==> config.mk <==
export PLATFORM = sky130hd
export DESIGN_NAME = line_pixel_stepper_top_flat
export DESIGN_NICKNAME = d
export VERILOG_FILES = /design/src/sv/lps_pkg.sv /design/src/sv/lps_req_if.sv /design/src/sv/lps_rsp_if.sv /design/src/sv/line_pixel_stepper_top.sv /design/src/flat_wrapper.sv
export SDC_FILE = /design/constraint.sdc
export NUM_CORES = 1
export LEC_CHECK = 0
export ABC_AREA = 1
export BUFFER_PORTS_ARGS = -buffer_cell sky130_fd_sc_hd__buf_2
export CAP_MARGIN = 20
export CELL_PAD_IN_SITES_DETAIL_PLACEMENT = 1
export CELL_PAD_IN_SITES_GLOBAL_PLACEMENT = 2
export CORE_MARGIN = 4
export CORE_UTILIZATION = 36
export DETAILED_ROUTE_END_ITERATION = 10
export GPL_ROUTABILITY_DRIVEN = 0
export PLACE_DENSITY = 0.95
export SLEW_MARGIN = 20
export SYNTH_ARGS = -nofsm -noshare
export SYNTH_HDL_FRONTEND = slang
export SYNTH_SLANG_ARGS = --single-unit
==> constraint.sdc <==
create_clock -name clock -period 7.4 [get_ports clock]
set_input_delay 0.37 -clock clock [delete_from_list [all_inputs] [get_ports clock]]
set_output_delay 0.37 -clock clock [all_outputs]
set_load 0.02 [all_outputs]
==> src/sv/lps_pkg.sv <==
// Package for the line pixel stepper: default coordinate width, request opcodes
// and row direction codes. No dependencies.
`default_nettype none

package lps_pkg;

   localparam int COORD_BITS_DEF = 12;

   typedef enum logic {
      OP_LOAD = 1'b0,
      OP_STEP = 1'b1
   } opcode_type;

   typedef enum logic [1:0] {
      ROW_HOLD = 2'd0,
      ROW_UP   = 2'd1,
      ROW_DOWN = 2'd2
   } row_dir_type;

endpackage

`default_nettype wire

==> src/sv/lps_req_if.sv <==
// Request channel of the line pixel stepper: valid/ready plus the load
// and step payload. Depends on lps_pkg for the default coordinate width.
`default_nettype none

interface lps_req_if #(
   parameter int COORD_BITS = lps_pkg::COORD_BITS_DEF
) ();
   logic                  valid;
   logic                  ready;
   logic                  opcode;
   logic [COORD_BITS-1:0] start_x;
   logic [COORD_BITS-1:0] start_y;
   logic [COORD_BITS-1:0] finish_x;
   logic [COORD_BITS-1:0] finish_y;

   modport source (output valid, output opcode, output start_x, output start_y,
                   output finish_x, output finish_y, input ready);
   modport sink   (input valid, input opcode, input start_x, input start_y,
                   input finish_x, input finish_y, output ready);
endinterface

`default_nettype wire

==> src/sv/lps_rsp_if.sv <==
// Result channel of the line pixel stepper: valid/ready plus one pixel.
// Depends on lps_pkg for the default coordinate width.
`default_nettype none

interface lps_rsp_if #(
   parameter int COORD_BITS = lps_pkg::COORD_BITS_DEF
) ();
   logic                  valid;
   logic                  ready;
   logic [COORD_BITS-1:0] pixel_x;
   logic [COORD_BITS-1:0] pixel_y;
   logic                  last_pixel;

   modport source (output valid, output pixel_x, output pixel_y, output last_pixel,
                   input ready);
   modport sink   (input valid, input pixel_x, input pixel_y, input last_pixel,
                   output ready);
endinterface

`default_nettype wire

==> src/sv/line_pixel_stepper_top.sv <==
// X-major line rasterizer: loads two endpoints, then emits at most one pixel per
// step request. Depends on lps_pkg, lps_req_if and lps_rsp_if.
//
//   channel   dir   handshake      payload
//   req_bus   in    valid/ready    opcode, start_x, start_y, finish_x, finish_y
//   rsp_bus   out   valid/ready    pixel_x, pixel_y, last_pixel
//
// One request is taken per cycle unless a held result stalls it; a step's
// pixel appears in the result register the cycle after it is accepted. The
// per-step work is an add, compare and subtract on the error term.
// Reset (synchronous) clears the line state; no line is active afterwards.
// A held result stalls new requests only while rsp_bus.ready is low.
`default_nettype none

module line_pixel_stepper_top #(
   parameter int COORD_BITS = lps_pkg::COORD_BITS_DEF
) (
   input  logic       clock,
   input  logic       reset,
   lps_req_if.sink    req_bus,
   lps_rsp_if.source  rsp_bus
);
   import lps_pkg::*;

   localparam int SPAN_BITS = COORD_BITS + 1;
   localparam int ERR_BITS  = 2 * COORD_BITS + 1;

   logic                  line_active_ff, line_active_in;
   logic [COORD_BITS-1:0] cur_col_ff, cur_col_in;
   logic [COORD_BITS-1:0] cur_row_ff, cur_row_in;
   logic [COORD_BITS-1:0] stop_col_ff, stop_col_in;
   logic [ERR_BITS-1:0]   accum_err_ff, accum_err_in;
   logic [SPAN_BITS-1:0]  span_x_ff, span_x_in;
   logic [SPAN_BITS-1:0]  span_y_ff, span_y_in;
   row_dir_type           row_dir_ff, row_dir_in;

   logic                  rsp_valid_ff, rsp_valid_in;
   logic [COORD_BITS-1:0] pixel_x_ff, pixel_x_in;
   logic [COORD_BITS-1:0] pixel_y_ff, pixel_y_in;
   logic                  last_pixel_ff, last_pixel_in;

   logic                  accept;
   logic [COORD_BITS-1:0] lx, ly, rx, ry;
   logic                  step_ok, is_last;
   logic [ERR_BITS-1:0]   err_sum, err_red;
   logic                  err_over;

   assign req_bus.ready = !rsp_valid_ff || rsp_bus.ready;
   assign accept        = req_bus.valid && req_bus.ready;

   assign rsp_bus.valid      = rsp_valid_ff;
   assign rsp_bus.pixel_x    = pixel_x_ff;
   assign rsp_bus.pixel_y    = pixel_y_ff;
   assign rsp_bus.last_pixel = last_pixel_ff;

   // order endpoints so x rises
   always_comb begin
      if (req_bus.start_x < req_bus.finish_x) begin
         lx = req_bus.start_x;  ly = req_bus.start_y;
         rx = req_bus.finish_x; ry = req_bus.finish_y;
      end else begin
         lx = req_bus.finish_x; ly = req_bus.finish_y;
         rx = req_bus.start_x;  ry = req_bus.start_y;
      end
   end

   assign step_ok  = line_active_ff && (cur_col_ff < stop_col_ff);
   assign is_last  = ({1'b0, cur_col_ff} + SPAN_BITS'(1)) == {1'b0, stop_col_ff};
   assign err_sum  = accum_err_ff + ERR_BITS'(span_y_ff);
   assign err_over = err_sum >= ERR_BITS'(span_x_ff);
   assign err_red  = err_sum - ERR_BITS'(span_x_ff);

   always_comb begin
      line_active_in = line_active_ff;
      cur_col_in     = cur_col_ff;
      cur_row_in     = cur_row_ff;
      stop_col_in    = stop_col_ff;
      accum_err_in   = accum_err_ff;
      span_x_in      = span_x_ff;
      span_y_in      = span_y_ff;
      row_dir_in     = row_dir_ff;
      pixel_x_in     = pixel_x_ff;
      pixel_y_in     = pixel_y_ff;
      last_pixel_in  = last_pixel_ff;
      rsp_valid_in   = rsp_valid_ff && !rsp_bus.ready;

      if (accept) begin
         if (req_bus.opcode == OP_LOAD) begin
            span_x_in = {1'b0, rx} - {1'b0, lx} + SPAN_BITS'(1);
            if (ry > ly) begin
               span_y_in  = {1'b0, ry} - {1'b0, ly} + SPAN_BITS'(1);
               row_dir_in = ROW_UP;
            end else if (ry < ly) begin
               span_y_in  = {1'b0, ly} - {1'b0, ry} + SPAN_BITS'(1);
               row_dir_in = ROW_DOWN;
            end else begin
               span_y_in  = SPAN_BITS'(1);
               row_dir_in = ROW_HOLD;
            end
            cur_col_in     = lx;
            cur_row_in     = ly;
            stop_col_in    = rx;
            accum_err_in   = '0;
            line_active_in = lx < rx;
         end else if (!step_ok) begin
            line_active_in = 1'b0;
         end else begin
            pixel_x_in    = cur_col_ff;
            pixel_y_in    = cur_row_ff;
            last_pixel_in = is_last;
            rsp_valid_in  = 1'b1;
            if (err_over) begin
               accum_err_in = err_red;
               case (row_dir_ff)
                  ROW_UP:   cur_row_in = cur_row_ff + COORD_BITS'(1);
                  ROW_DOWN: cur_row_in = cur_row_ff - COORD_BITS'(1);
                  default:  cur_row_in = cur_row_ff;
               endcase
            end else begin
               accum_err_in = err_sum;
            end
            cur_col_in = cur_col_ff + COORD_BITS'(1);
            if (is_last) begin
               line_active_in = 1'b0;
            end
         end
      end
   end

   always_ff @(posedge clock) begin
      if (reset) begin
         line_active_ff <= 1'b0;
         cur_col_ff     <= '0;
         cur_row_ff     <= '0;
         stop_col_ff    <= '0;
         accum_err_ff   <= '0;
         span_x_ff      <= '0;
         span_y_ff      <= '0;
         row_dir_ff     <= ROW_HOLD;
         rsp_valid_ff   <= 1'b0;
      end else begin
         line_active_ff <= line_active_in;
         cur_col_ff     <= cur_col_in;
         cur_row_ff     <= cur_row_in;
         stop_col_ff    <= stop_col_in;
         accum_err_ff   <= accum_err_in;
         span_x_ff      <= span_x_in;
         span_y_ff      <= span_y_in;
         row_dir_ff     <= row_dir_in;
         rsp_valid_ff   <= rsp_valid_in;
      end
   end

   // result payload, no reset needed
   always_ff @(posedge clock) begin
      pixel_x_ff    <= pixel_x_in;
      pixel_y_ff    <= pixel_y_in;
      last_pixel_ff <= last_pixel_in;
   end

endmodule

`default_nettype wire

==> src/flat_wrapper.sv <==
// flat-port wrapper written by rule: the top's interface ports become plain ports
module line_pixel_stepper_top_flat import lps_pkg::*;
#(
   parameter int COORD_BITS = lps_pkg::COORD_BITS_DEF
)
  (clock, reset, req_bus_valid, req_bus_opcode, req_bus_start_x, req_bus_start_y, req_bus_finish_x, req_bus_finish_y, req_bus_ready, rsp_bus_valid, rsp_bus_pixel_x, rsp_bus_pixel_y, rsp_bus_last_pixel, rsp_bus_ready);
  lps_req_if #(.COORD_BITS(COORD_BITS)) req_bus_i ();
  lps_rsp_if #(.COORD_BITS(COORD_BITS)) rsp_bus_i ();
  input  logic clock;
  input  logic reset;
  input wire logic [$bits(req_bus_i.valid)-1:0] req_bus_valid;
  input wire logic [$bits(req_bus_i.opcode)-1:0] req_bus_opcode;
  input wire logic [$bits(req_bus_i.start_x)-1:0] req_bus_start_x;
  input wire logic [$bits(req_bus_i.start_y)-1:0] req_bus_start_y;
  input wire logic [$bits(req_bus_i.finish_x)-1:0] req_bus_finish_x;
  input wire logic [$bits(req_bus_i.finish_y)-1:0] req_bus_finish_y;
  output wire logic [$bits(req_bus_i.ready)-1:0] req_bus_ready;
  output wire logic [$bits(rsp_bus_i.valid)-1:0] rsp_bus_valid;
  output wire logic [$bits(rsp_bus_i.pixel_x)-1:0] rsp_bus_pixel_x;
  output wire logic [$bits(rsp_bus_i.pixel_y)-1:0] rsp_bus_pixel_y;
  output wire logic [$bits(rsp_bus_i.last_pixel)-1:0] rsp_bus_last_pixel;
  input wire logic [$bits(rsp_bus_i.ready)-1:0] rsp_bus_ready;
  assign req_bus_i.valid = req_bus_valid;
  assign req_bus_i.opcode = req_bus_opcode;
  assign req_bus_i.start_x = req_bus_start_x;
  assign req_bus_i.start_y = req_bus_start_y;
  assign req_bus_i.finish_x = req_bus_finish_x;
  assign req_bus_i.finish_y = req_bus_finish_y;
  assign req_bus_ready = req_bus_i.ready;
  assign rsp_bus_valid = rsp_bus_i.valid;
  assign rsp_bus_pixel_x = rsp_bus_i.pixel_x;
  assign rsp_bus_pixel_y = rsp_bus_i.pixel_y;
  assign rsp_bus_last_pixel = rsp_bus_i.last_pixel;
  assign rsp_bus_i.ready = rsp_bus_ready;
  line_pixel_stepper_top #(.COORD_BITS(COORD_BITS)) u_core (.clock(clock), .reset(reset), .req_bus(req_bus_i), .rsp_bus(rsp_bus_i));
endmodule
=== After elaboration in Yosys (flattened, before gate mapping) ===
Index checks and enable logic that the tools add are counted.
W data, S select, Z words.

* Add/subtract/negate cells: 12
* Magnitude comparators: 6
* Equal/unequal tests: 7
* Multiplexer cells: 23
* Bitwise logic cells: 1
* Reduce and logical (&&, ||, !) cells: 11

{| class="wikitable"
|+ Operators with widths
! kind !! count
|-
| $mux W12 || 9
|-
| $mux W25 || 3
|-
| $lt A12 B12 Y1 || 4
|-
| $add A13 B1 Y13 const B || 3
|-
| $sub A12 B12 Y13 || 3
|-
| $mux W13 || 2
|-
| $add A25 B13 Y25 || 1
|-
| $ge A25 B13 Y1 || 1
|-
| $sub A25 B13 Y25 || 1
|-
| $add A12 B1 Y12 const B || 2
|-
| $pmux W12 S2 || 1
|-
| $add A12 B1 Y13 const B || 1
|-
| $eq A13 B12 Y1 || 1
|-
| $gt A12 B12 Y1 || 1
|-
| $sub A12 B1 Y12 const B || 1
|-
| $mux W1 || 6
|-
| $reduce_and A2 Y1 || 3
|-
| $mux W2 || 2
|-
| $ne A2 B1 Y1 const B || 2
|-
| $reduce_and A4 Y1 || 1
|-
| $logic_and A1 B1 Y1 || 3
|-
| $ne A3 B1 Y1 const B || 1
|-
| $ne A3 B3 Y1 const B || 1
|-
| $reduce_and A3 Y1 || 1
|-
| 5 further kinds || 6
|}

* Bits in registers: 116
* Input bits: 53
* Output and inout bits: 27
* Logic and storage cells: 72

=== Logic depth before layout (Yosys ltp) ===
Gate-level depths: netlist of the first run.

* Word-level depth: 6
* Depth in mapped cells: 29

=== Least setup slack after synthesis of the first run ===
OpenSTA, ideal clock, no wires.

* Kind: input port to flip-flop
* Start point: input req_bus_finish_x[11]
* End point: register u_core.span_x_ff[9]
* Data arrival time: 3682 ps
* Required time: 7285 ps
* Path slack: 3602 ps
* Cell stages on the path: 25
* Path buffers: 3
* Path through: inv_1 ha_1 a21o_1 nor2_4 nand3_4 buf_4 buf_2 buf_2 nand2_1 o21ai_0 inv_1 nand2_1 inv_1 ha_1 inv_1 fa_1 o31ai_1 nand3_1 nand2_1 a21oi_1 nor2_1 nor2_1 xnor2_1 o21ai_0 inv_1

* Cells in the longest elaborated chain, start to end: 4

{| class="wikitable"
|+ RTL lines
! element !! line !! text
|-
| start: declaration || flat_wrapper.sv:15 || <nowiki>input wire logic [$bits(req_bus_i.finish_x)-1:0] req_bus_finish_x;</nowiki>
|-
| $lt A12 B12 Y1 * || line_pixel_stepper_top.sv:58 || <nowiki>if (req_bus.start_x < req_bus.finish_x) begin</nowiki>
|-
| $mux W12 || line_pixel_stepper_top.sv:58 ||
|-
| $sub A12 B12 Y13 * || line_pixel_stepper_top.sv:89 || <nowiki>span_x_in = {1'b0, rx} - {1'b0, lx} + SPAN_BITS'(1);</nowiki>
|-
| $add A13 B1 Y13 * || line_pixel_stepper_top.sv:89 ||
|-
| end signal: assignment || line_pixel_stepper_top.sv:147 || <nowiki>span_x_ff <= span_x_in;</nowiki>
|-
| end: declaration || line_pixel_stepper_top.sv:33 || <nowiki>logic [SPAN_BITS-1:0] span_x_ff, span_x_in;</nowiki>
|}

Every way passes the cells marked *; elsewhere a longest branch is shown, timed or not.
A chain may end at the register's enable or synchronous reset.

=== Final worst setup path of the first run ===
* Start point: register u_core.span_y_ff[0]
* End point: register u_core.accum_err_ff[10]

* Cells in the longest elaborated chain, start to end: 5

{| class="wikitable"
|+ RTL lines
! element !! line !! text
|-
| start: declaration || line_pixel_stepper_top.sv:34 || <nowiki>logic [SPAN_BITS-1:0] span_y_ff, span_y_in;</nowiki>
|-
| start signal: assignment || line_pixel_stepper_top.sv:148 || <nowiki>span_y_ff <= span_y_in;</nowiki>
|-
| $add A25 B13 Y25 * || line_pixel_stepper_top.sv:69 || <nowiki>assign err_sum = accum_err_ff + ERR_BITS'(span_y_ff);</nowiki>
|-
| $sub A25 B13 Y25 or $ge A25 B13 Y1 (tied branches) || line_pixel_stepper_top.sv:71, line_pixel_stepper_top.sv:70 ||
|-
| $mux W25 * || line_pixel_stepper_top.sv:112 || <nowiki>if (err_over) begin</nowiki>
|-
| $mux W25 * || line_pixel_stepper_top.sv:105 || <nowiki>end else if (!step_ok) begin</nowiki>
|-
| $mux W25 * || line_pixel_stepper_top.sv:88 || <nowiki>if (req_bus.opcode == OP_LOAD) begin</nowiki>
|-
| end signal: assignment || line_pixel_stepper_top.sv:146 || <nowiki>accum_err_ff <= accum_err_in;</nowiki>
|-
| end: declaration || line_pixel_stepper_top.sv:32 || <nowiki>logic [ERR_BITS-1:0] accum_err_ff, accum_err_in;</nowiki>
|}

Every way passes the cells marked *; elsewhere a longest branch is shown, timed or not. The select of a mux whose other input is x is not followed.

==> flow_summary.ini, run 1 <==
[critical_path]
path_buf_inv = 2
start_kind = flip-flop
rr_worst_depth = 21
reg2reg_slack_ns = 2.63
crit_top_cell = nand2_1
worstSetupPathType = reg2reg
r2r-start = u_core.span_y_ff[0]
crit_path_max_fanout = 21
max_stage_delay_ns = 0.84
crit_family = simple AND/OR/NAND/NOR gates
cp.arrival_ns = 5.05
crit_slowest_cell = nor2_2
worst_setup_path_end_kind = flip-flop
timing.critical_path.from = u_core.span_y_ff[0]
rr_endpoint = u_core.accum_err_ff[10]
required_ns = 7.68
path_cells = ha_1 > fa_1 > nand2_1 > inv_1 > nand3_1 > nand3_1 > xnor2_1 > inv_1 > ha_1 > a21oi_1 > o21bai_1 > nand2_1 > nand2_1 > a21oi_1 > nand3_1 > nor2_2 > nand2_1 > nor2_2 > nand2_1 > nand3_1 > a21oi_1

[place]
dp_hpwl_mm = 29.8
place_ws_ns = 2.50
io_buffers = 79

[cts]
cts_tree = done
post_cts_buffers = 0
clock_sinks = 116
cts_buffer_depth = 2
cts_resized = 0
h-tree-depth = 4
clk_latency_ns = 0.43
cts-buffers-inserted = 17
cts_hold_buf = 0
cts_root_buf = clkbuf_16
path_clk_slew_ns = 0.06

[die]
die_h_um = 184
core_area_um2 = 30500
die_w_um = 184
io-pin-count = 80
die-area_um2 = 33700
rows = 64
start_util_pct = 36.4

[power_and_ir_drop]
cellLeakagePower_uw = 0.00641
power.density_nw_per_um2 = 229
ir_drop_mv = 0.177

[drt]
first_pass_iters = 5
postRouteAntennaNets = 0
drc = 0
vias = 11700
avgViaCountPerCell = 5.17
wl_mm = 37.7
wire_per_inst_um = 16.7
drt_iter0_drc = 515

[timing]
final.min_clock_period_ns = 4.77
setup_violations = 0
slew-limit-headroom_pct = 27.5
worst_pin_slew_ns = 1.09
tns_ns = 0
clock-skew-final_ns = 0.0106
fin_ws_ns = 2.63
fin_crit_sh_pct = 64.5
drv_slew = 0
fmax_mhz = 210
hold_violations = 0
grt_setup_unrepaired = no

[global_route]
overflow = 0
grt_max_degree = 65
antenna_found_initial = 0
grt_pass1_wl_mm = 61.6
grtUsageTotal_pct = 22.5
first_global_vias = 12100

[final_layout]
drive_gt1_share_pct = 8.10
antenna_cells = 0
layout_common_cells = nand2_1, inv_1, nor2_1, a21oi_1, o21ai_0
finish.net_count = 2006
seqCellArea_um2 = 2570
mostFrequentLayoutCell = nand2_1
fill_cells = 4085
multiInputGateArea_um2 = 7290
syn_to_final_growth_pct = 12.3

[synthesis]
syn_area_um2 = 11100
synth.avg_cell_area_um2 = 6.21
yosysTopAreaCell = nand2_1
syn_nets = 1944
syn-instance-count = 1789
synth_top_area_share_pct = 16.6
synth_edf_count = 25
synth.area.top_cells = nand2_1, dfxtp_1, ha_1
synth_cell_types = 43
ys_warn_count = 0
synth-seq-area-share_pct = 23.2
async_reset_ff_share_pct = 0
yosys_register_bits = 116
synth-main-ff-cell = dfxtp_1

[job]
maxCapViolations = 0

[min_path]
hold_end = u_core.rsp_bus.valid
hold_path_startpoint = rsp_bus_ready
hold_depth = 4
hold_class = in2reg

[status]
status = finished clean
-- cells by family (layout without fill, tap and decap cells) --
logic type	after synthesis	in the layout	share of synthesized area [%]
xor gates and xnor gates	74	74	5.83
buffers and inverters	327	402	11.3
adders and majority gates	102	102	11.9
and+or+nand+nor	850	850	32.3
DFF	116	116	23.2
AOI/OAI and AO/OA	320	320	15.5
-- stage by stage --
stage          std cells  hold slack [ns]  total power [µW]  cell area (µm²)  util, %
2_1_floorplan       1789            0.437              1690            11100        -
3_3_place_gp        2226            0.461              1990            11900     38.9
3_5_place_dp        2226            0.464              2020            11900     38.9
4_1_cts             2258            0.233              2860            12400     40.7
5_1_grt             2260            0.287              3060            12500     40.9
6_report            2260            0.240              2850            12500     40.9
-- tightest hold or removal path, stage by stage --
cell and delay [ns]:
buf_2 0.07, inv_1 0.03, nand2_1 0.08, a21oi_1 0.07
-- synthesized netlist by cell type, types with 8 or more instances --
cell type,instances
nand3_1,110
a31oi_1,14
a21oi_1,139
inv_1,274
dfxtp_1,91
nand2_1,490
xnor2_1,19
nand4_1,30
ha_1,96
o211ai_1,8
nor3_1,9
clkbuf_1,32
edfxtp_1,25
xor2_1,55
o21ai_0,127
nor2_1,169
-- metal layers --
metal | vias up | part of all wire (%) | track usage, % | routed length [µm]
met5 | - | 0 | 0 | 0
met3 | 40 | 3.4 | 2.99 | 1270
met4 | 0 | 1.8 | 5.71 | 683
met1 | 5550 | 46 | 29.0 | 17400
li1 | 5907 | - | - | -
met2 | 179 | 49 | 39.8 | 18300
-- flip-flops by register name, summed over array words and instances, names as in the netlist --
register / cells
u_core.accum_err_ff: 25
u_core.span_x_ff: 13
u_core.span_y_ff: 13
u_core.cur_col_ff: 12
u_core.cur_row_ff: 12
u_core.rsp_bus.pixel_x: 12
u_core.rsp_bus.pixel_y: 12
u_core.stop_col_ff: 12
u_core.row_dir_ff: 2
u_core.line_active_ff: 1
u_core.rsp_bus.last_pixel: 1
u_core.rsp_bus.valid: 1
-- final cells by class --
| class | instances | area share, % |
|---|---|---|
| Multi-Input combinational cell | 1346 | 58.4 |
| Sequential cell | 116 | 20.6 |
| Inverter | 283 | 8.51 |
| Tap cell | 396 | 3.97 |
| Timing Repair Buffer | 87 | 3.91 |
| Clock buffer | 20 | 3.50 |
| Clock inverter | 12 | 1.04 |
-- worst max-delay path by stage --
| stage | to | slack, ns | cells past startpoint |
|---|---|---|---|
| finish | u_core.accum_err_ff[10] | 2.63 | 21 |
| floorplan | u_core.span_x_ff[9] | 3.60 | 25 |
| detailed placement | u_core.span_x_ff[12] | 2.50 | 20 |
| global placement | u_core.span_x_ff[12] | 2.64 | 20 |
| global route | u_core.accum_err_ff[9] | 2.23 | 22 |
| CTS | u_core.accum_err_ff[2] | 2.68 | 21 |
-- report_power, final --
part / internal, µW / leakage (µW) / switching (µW) / total, µW
clock: 496 / 0.000271 / 330 / 826
sequential: 693 / 0.000988 / 46.6 / 740
combinational: 424 / 0.00515 / 861 / 1290
(Power assumes the default switching activity.)
==> inputs of run 2 (changes only) <==
CORE_UTILIZATION = 30   (was 36)
PLACE_DENSITY = 0.86   (was 0.95)
clock period = 4.3 ns   (was 7.4 ns; I/O delays follow)
==> run 2 against run 1 <==
  * Clock skew is 0.00087 ns lower
  * Sequential share of layout area is 0.45 points lower
  * Via count hardly changed
  * Sequential power is 73% higher
  * Maximum frequency is 19% higher
  * Highest routed layer is now met5
  * Flip-flop and latch count stayed put
  * Clock power is 80% higher
  * Non-clock buffer count is 14 higher
  * Critical path depth is 2 higher
  * Cell count is 3.8% higher
==> flow_summary.ini, run 2 (same netlist as run 1, synthesis figures left out) <==
[critical_path]
path_cells = ha_1 > fa_1 > nand2_1 > inv_1 > nand3_1 > nand3_2 > nand2_1 > nand3_1 > xor2_2 > ha_1 > nand2_1 > a21oi_1 > a211oi_1 > nand2_1 > a21oi_4 > nand3_1 > nor2_4 > nand2_1 > nor2_4 > buf_6 > nand2_1 > nand3_1 > a21oi_1
required_ns = 4.58
crit_slowest_cell = fa_1
max_stage_delay_ns = 0.39
crit_path_max_fanout = 11
worstSetupPathType = reg2reg
crit_top_cell = nand2_1
worst_setup_path_end_kind = flip-flop
cp.arrival_ns = 4.28
path_buf_inv = 2
start_kind = flip-flop
crit_family = simple AND/OR/NAND/NOR gates

[die]
rows = 70
core_area_um2 = 36600
io-pin-count = 80
die-area_um2 = 40200
start_util_pct = 30.4
die_h_um = 200
die_w_um = 200

[place]
placed_cell_area_um2 = 12100
io_buffers = 79
placedCellCount = 2311
dp_hpwl_mm = 30.3

[timing]
slew-limit-headroom_pct = 29.2
drv_slew = 0
hold_violations = 0
fmax_mhz = 250
fin_hold_ws_ns = 0.0940
setup_violations = 0
fin_crit_sh_pct = 93.0
tns_ns = 0
clock-skew-final_ns = 0.00971
worst_pin_slew_ns = 1.06
final.min_clock_period_ns = 4.00

[job]
maxCapViolations = 0

[drt]
drc = 0
wl_met3_um = 827
wl_met1_mm = 18.4
first_pass_iters = 4
postRouteAntennaNets = 0
drt_iter0_drc = 377
wl_met2_mm = 18.8
routed.top_layer = met5
wl_mm = 38.6
vias = 11700
avgViaCountPerCell = 4.97
wire_per_inst_um = 16.5

[final_layout]
largest_reg_flops = 25
reg_top3 = u_core.accum_err_ff: 25 flops, u_core.span_x_ff: 13 flops, u_core.span_y_ff: 13 flops
fill_cells = 4886
layout_common_cells = nand2_1, inv_1, nor2_1, a21oi_1, o21ai_0
fin_cells = 2347
syn_to_final_growth_pct = 14.8
drive_gt1_share_pct = 9.10
antenna_cells = 0
fin_area_um2 = 12800
mostFrequentLayoutCell = nand2_1
finish.net_count = 2021
regMostFlops = u_core.accum_err_ff

[power_and_ir_drop]
power.density_nw_per_um2 = 397
ir_drop_mv = 0.271
cellLeakagePower_uw = 0.00652

[cts]
cts-buffers-inserted = 17
cts_hold_buf = 0
path_clk_slew_ns = 0.06
clk_latency_ns = 0.42
h-tree-depth = 4
cts_buffer_depth = 2
clock_sinks = 116
cts_root_buf = clkbuf_16
cts_tree = done

[global_route]
grt_pass1_wl_mm = 63.0
overflow = 0
first_global_vias = 12200
antenna_found_initial = 1
grt_max_degree = 64
grtUsageTotal_pct = 19.0

[status]
status = finished clean

[min_path]
hold_class = in2reg
[run 2: power by group]
group	switching, µW	internal, µW
Combinational	1510	785
Sequential	83.0	1190
Clock	542	952
Total	2130	2930
[run 2: worst paths after layout]
| check | cells past startpoint | slack, ns | endpoint | startpoint |
|---|---|---|---|---|
| worst max register to register | 23 | 0.30 | u_core.accum_err_ff[11] | u_core.span_y_ff[0] |
| worst min-delay path | 4 | 0.09 | u_core.rsp_bus.valid | rsp_bus_ready |
| worst min register to register | 0 | 0.48 | u_core.rsp_bus.pixel_y[1] | u_core.cur_row_ff[1] |
| worst max-delay path | 23 | 0.30 | u_core.accum_err_ff[11] | u_core.span_y_ff[0] |
[run 2: what timing repair did]
item,CTS,global route
endpoints found under the hold margin,0,0
pin swaps,0,0
endpoints found under the setup margin,3,37
gates resized for setup,1,12
buffers inserted,0,2
gates cloned,0,2
[run 2: worst reg2reg max path, cell delays in order (launching register included)]
cell and delay, ns:
dfxtp_1 0.31, ha_1 0.22, fa_1 0.39, nand2_1 0.10
inv_1 0.06, nand3_1 0.08, nand3_2 0.15, nand2_1 0.10
nand3_1 0.11, xor2_2 0.25, ha_1 0.33, nand2_1 0.11
a21oi_1 0.07, a211oi_1 0.21, nand2_1 0.13, a21oi_4 0.19
nand3_1 0.17, nor2_4 0.19, nand2_1 0.11, nor2_4 0.16
buf_6 0.18, nand2_1 0.09, nand3_1 0.10, a21oi_1 0.06
[run 2: metal layers]
metal | GRT usage (%) | vias up
met4 | 4.38 | 2
li1 | - | 5919
met1 | 24.6 | 5572
met2 | 33.8 | 134
met5 | 0 | -
met3 | 2.46 | 39
[run 2: cell type report]
class / count / area, µm² / share of cell area, %
inverter: 283 / 1060 / 8.33
timing repair buffer: 101 / 577 / 4.52
clock buffer: 22 / 474 / 3.72
tap: 468 / 586 / 4.59
sequential: 116 / 2570 / 20.2
clock inverter: 10 / 128 / 1.00
multi-input combinational: 1347 / 7360 / 57.7
[run 2: stage by stage]
stage | power, µW | setup slack [ns] | util (%)
2_1_floorplan | 2900 | 0.657 | -
3_3_place_gp | 3430 | 0.260 | 32.9
3_5_place_dp | 3490 | 0.0811 | 32.9
4_1_cts | 5010 | 0.0779 | 34.6
5_1_grt | 5460 | -0.0424 | 34.8
6_report | 5060 | 0.302 | 34.8
==> inputs of run 3 (changes only) <==
CORE_UTILIZATION = 31   (was 30)
CTS_BUF_LIST = sky130_fd_sc_hd__clkbuf_8   (was unset)
PLACE_DENSITY = 0.88   (was 0.86)
==> run 3 against run 2 <==
  * Via count about the same
  * Hold slack worse by 0.037 ns
  * Total power down 9.3%
  * Flip-flop and latch count unchanged
  * Count of clock-buffer cells in the layout down 2
==> flow_summary.ini, run 3 (same netlist as run 1, synthesis figures left out) <==
[status]
status = finished clean

[power_and_ir_drop]
cellLeakagePower_uw = 0.00646
power.switching_uw = 2010
p_seq_share_pct = 27.8
pwr-share-comb_pct = 49.1
ir_drop_mv = 0.391
swShare_pct = 43.8
clkPwrFrac_pct = 23.2
p_int_uw = 2580
power.density_nw_per_um2 = 366

[job]
maxCapViolations = 0

[timing]
drv_slew = 0
grt_setup_unrepaired = no
slew-limit-headroom_pct = 39.9
setup_violations = 0
hold_violations = 0
tns_ns = 0
worst_pin_slew_ns = 0.896
clock-skew-final_ns = 0.0164
final.min_clock_period_ns = 3.89
fmax_mhz = 257
fin_crit_sh_pct = 90.6

[drt]
wire_per_inst_um = 15.9
postRouteAntennaNets = 0
drt_iter0_drc = 492
avgViaCountPerCell = 4.98
first_pass_iters = 5
vias = 11700
wl_mm = 37.2
drc = 0

[cts]
clk_latency_ns = 0.46
cts-buffers-inserted = 17
clock_sinks = 116
cts_root_buf = clkbuf_8
cts_buffer_depth = 2
cts_tree = done
path_clk_slew_ns = 0.07
h-tree-depth = 4

[final_layout]
seqCellArea_um2 = 2570
largest_reg_flops = 25
layout_common_cells = nand2_1, inv_1, nor2_1, a21oi_1, o21ai_0
syn_to_final_growth_pct = 13.0
regMostFlops = u_core.accum_err_ff
multiInputGateArea_um2 = 7350
fill_cells = 4748
mostFrequentLayoutCell = nand2_1
drive_gt1_share_pct = 8.83
reg_top3 = u_core.accum_err_ff: 25 flops, u_core.span_x_ff: 13 flops, u_core.span_y_ff: 13 flops
antenna_cells = 0
fin_cells = 2341
finish.net_count = 2022

[critical_path]
crit_path_max_fanout = 9
worstSetupPathType = reg2reg
start_kind = flip-flop
cp.arrival_ns = 4.28
required_ns = 4.69
worst_setup_path_end_kind = flip-flop

[global_route]
first_global_vias = 12100
overflow = 0
grt_pass1_wl_mm = 60.9
antenna_found_initial = 1
grtUsageTotal_pct = 19.2
grt_max_degree = 64

[min_path]
hold_class = in2reg

[die]
core_area_um2 = 35500
die_h_um = 197
die_w_um = 197
io-pin-count = 80
start_util_pct = 31.3
rows = 69
die-area_um2 = 38900

[place]
dp_hpwl_mm = 29.8
placedCellCount = 2304
io_buffers = 79
## run 3: changes by cell type in the layout (fill, tap and decap cells not counted), moves of 2 or more
cell | previous run | this run
inv_1 | 274 | 282
clkbuf_8 | 3 | 20
nor2_1 | 165 | 167
clkbuf_1 | 2 | 0
clkinv_2 | 4 | 1
clkbuf_16 | 17 | 0
## run 3: final timing paths
check                                            start                endpoint  slack (ns)  cells after the start
worst min register to register  u_core.accum_err_ff[5]  u_core.accum_err_ff[5]        0.48                      2
worst max-delay path               u_core.span_y_ff[0]    u_core.cur_row_ff[4]        0.41                     24
worst max register to register     u_core.span_y_ff[0]    u_core.cur_row_ff[4]        0.41                     24
worst min-delay path                     rsp_bus_ready    u_core.rsp_bus.valid        0.06                      4
## run 3: worst max-delay path, cell delays in order (launching register included)
cell,delay (ns)
dfxtp_1,0.31
ha_1,0.22
fa_1,0.40
nand2_1,0.11
inv_1,0.06
nand3_1,0.07
nand3_2,0.15
nand2_1,0.10
nand3_1,0.10
xor2_2,0.22
ha_1,0.31
nand2_1,0.10
a21oi_1,0.06
a211oi_1,0.18
nand2_1,0.09
a21oi_2,0.21
inv_1,0.10
nor2_1,0.13
nand2_1,0.10
nor2_4,0.15
nand3_4,0.21
nand3_4,0.20
buf_4,0.13
a21oi_2,0.03
nor2_1,0.08
## run 3: metrics by stage
step           worst slack [ns]  power, µW  area (µm²)  hold WS (ns)  utilization [%]
2_1_floorplan             0.657       2900       11100         0.437                -
3_3_place_gp              0.227       3450       12100         0.461             34.0
3_5_place_dp              0.128       3510       12100         0.468             34.0
4_1_cts                   0.107       4600       12500        0.0227             35.1
5_1_grt                 0.00852       5000       12600        0.0557             35.4
6_report                  0.405       4590       12600        0.0566             35.4
## run 3: what timing repair did
action                                  in CTS  in global routing
hold buffers                                 0                  0
endpoints found under the setup margin       0                 37
setup buffers                                0                  3
resized for setup                            0                  8
## run 3: layer usage
metal	GRT usage [%]	vias up	wire, µm	part of all wire, %
met1	24.5	5535	17300	46
met5	0	-	20	0.054
met4	4.19	2	613	1.6
met2	34.1	155	18000	48
met3	3.26	40	1270	3.4
li1	-	5926	-	-
## run 3: area by class of cell
type                            count  share of cell area (%)
Clock buffer                       20                    2.19
Clock inverter                     12                   0.997
Inverter                          283                    8.46
Multi-Input combinational cell   1347                    58.5
Sequential cell                   116                    20.5
Tap cell                          461                    4.59
Timing Repair Buffer              102                    4.72
## run 3: power by group through the flow
stage / Combinational (µW) / Clock, µW / Sequential (µW)
final: 2250 / 1060 / 1270
after detailed placement: 2210 / 0 / 1300
after global placement: 2150 / 0 / 1290
after global routing: 2570 / 1140 / 1290
after CTS: 2230 / 1090 / 1270
after floorplan: 1630 / 0 / 1270
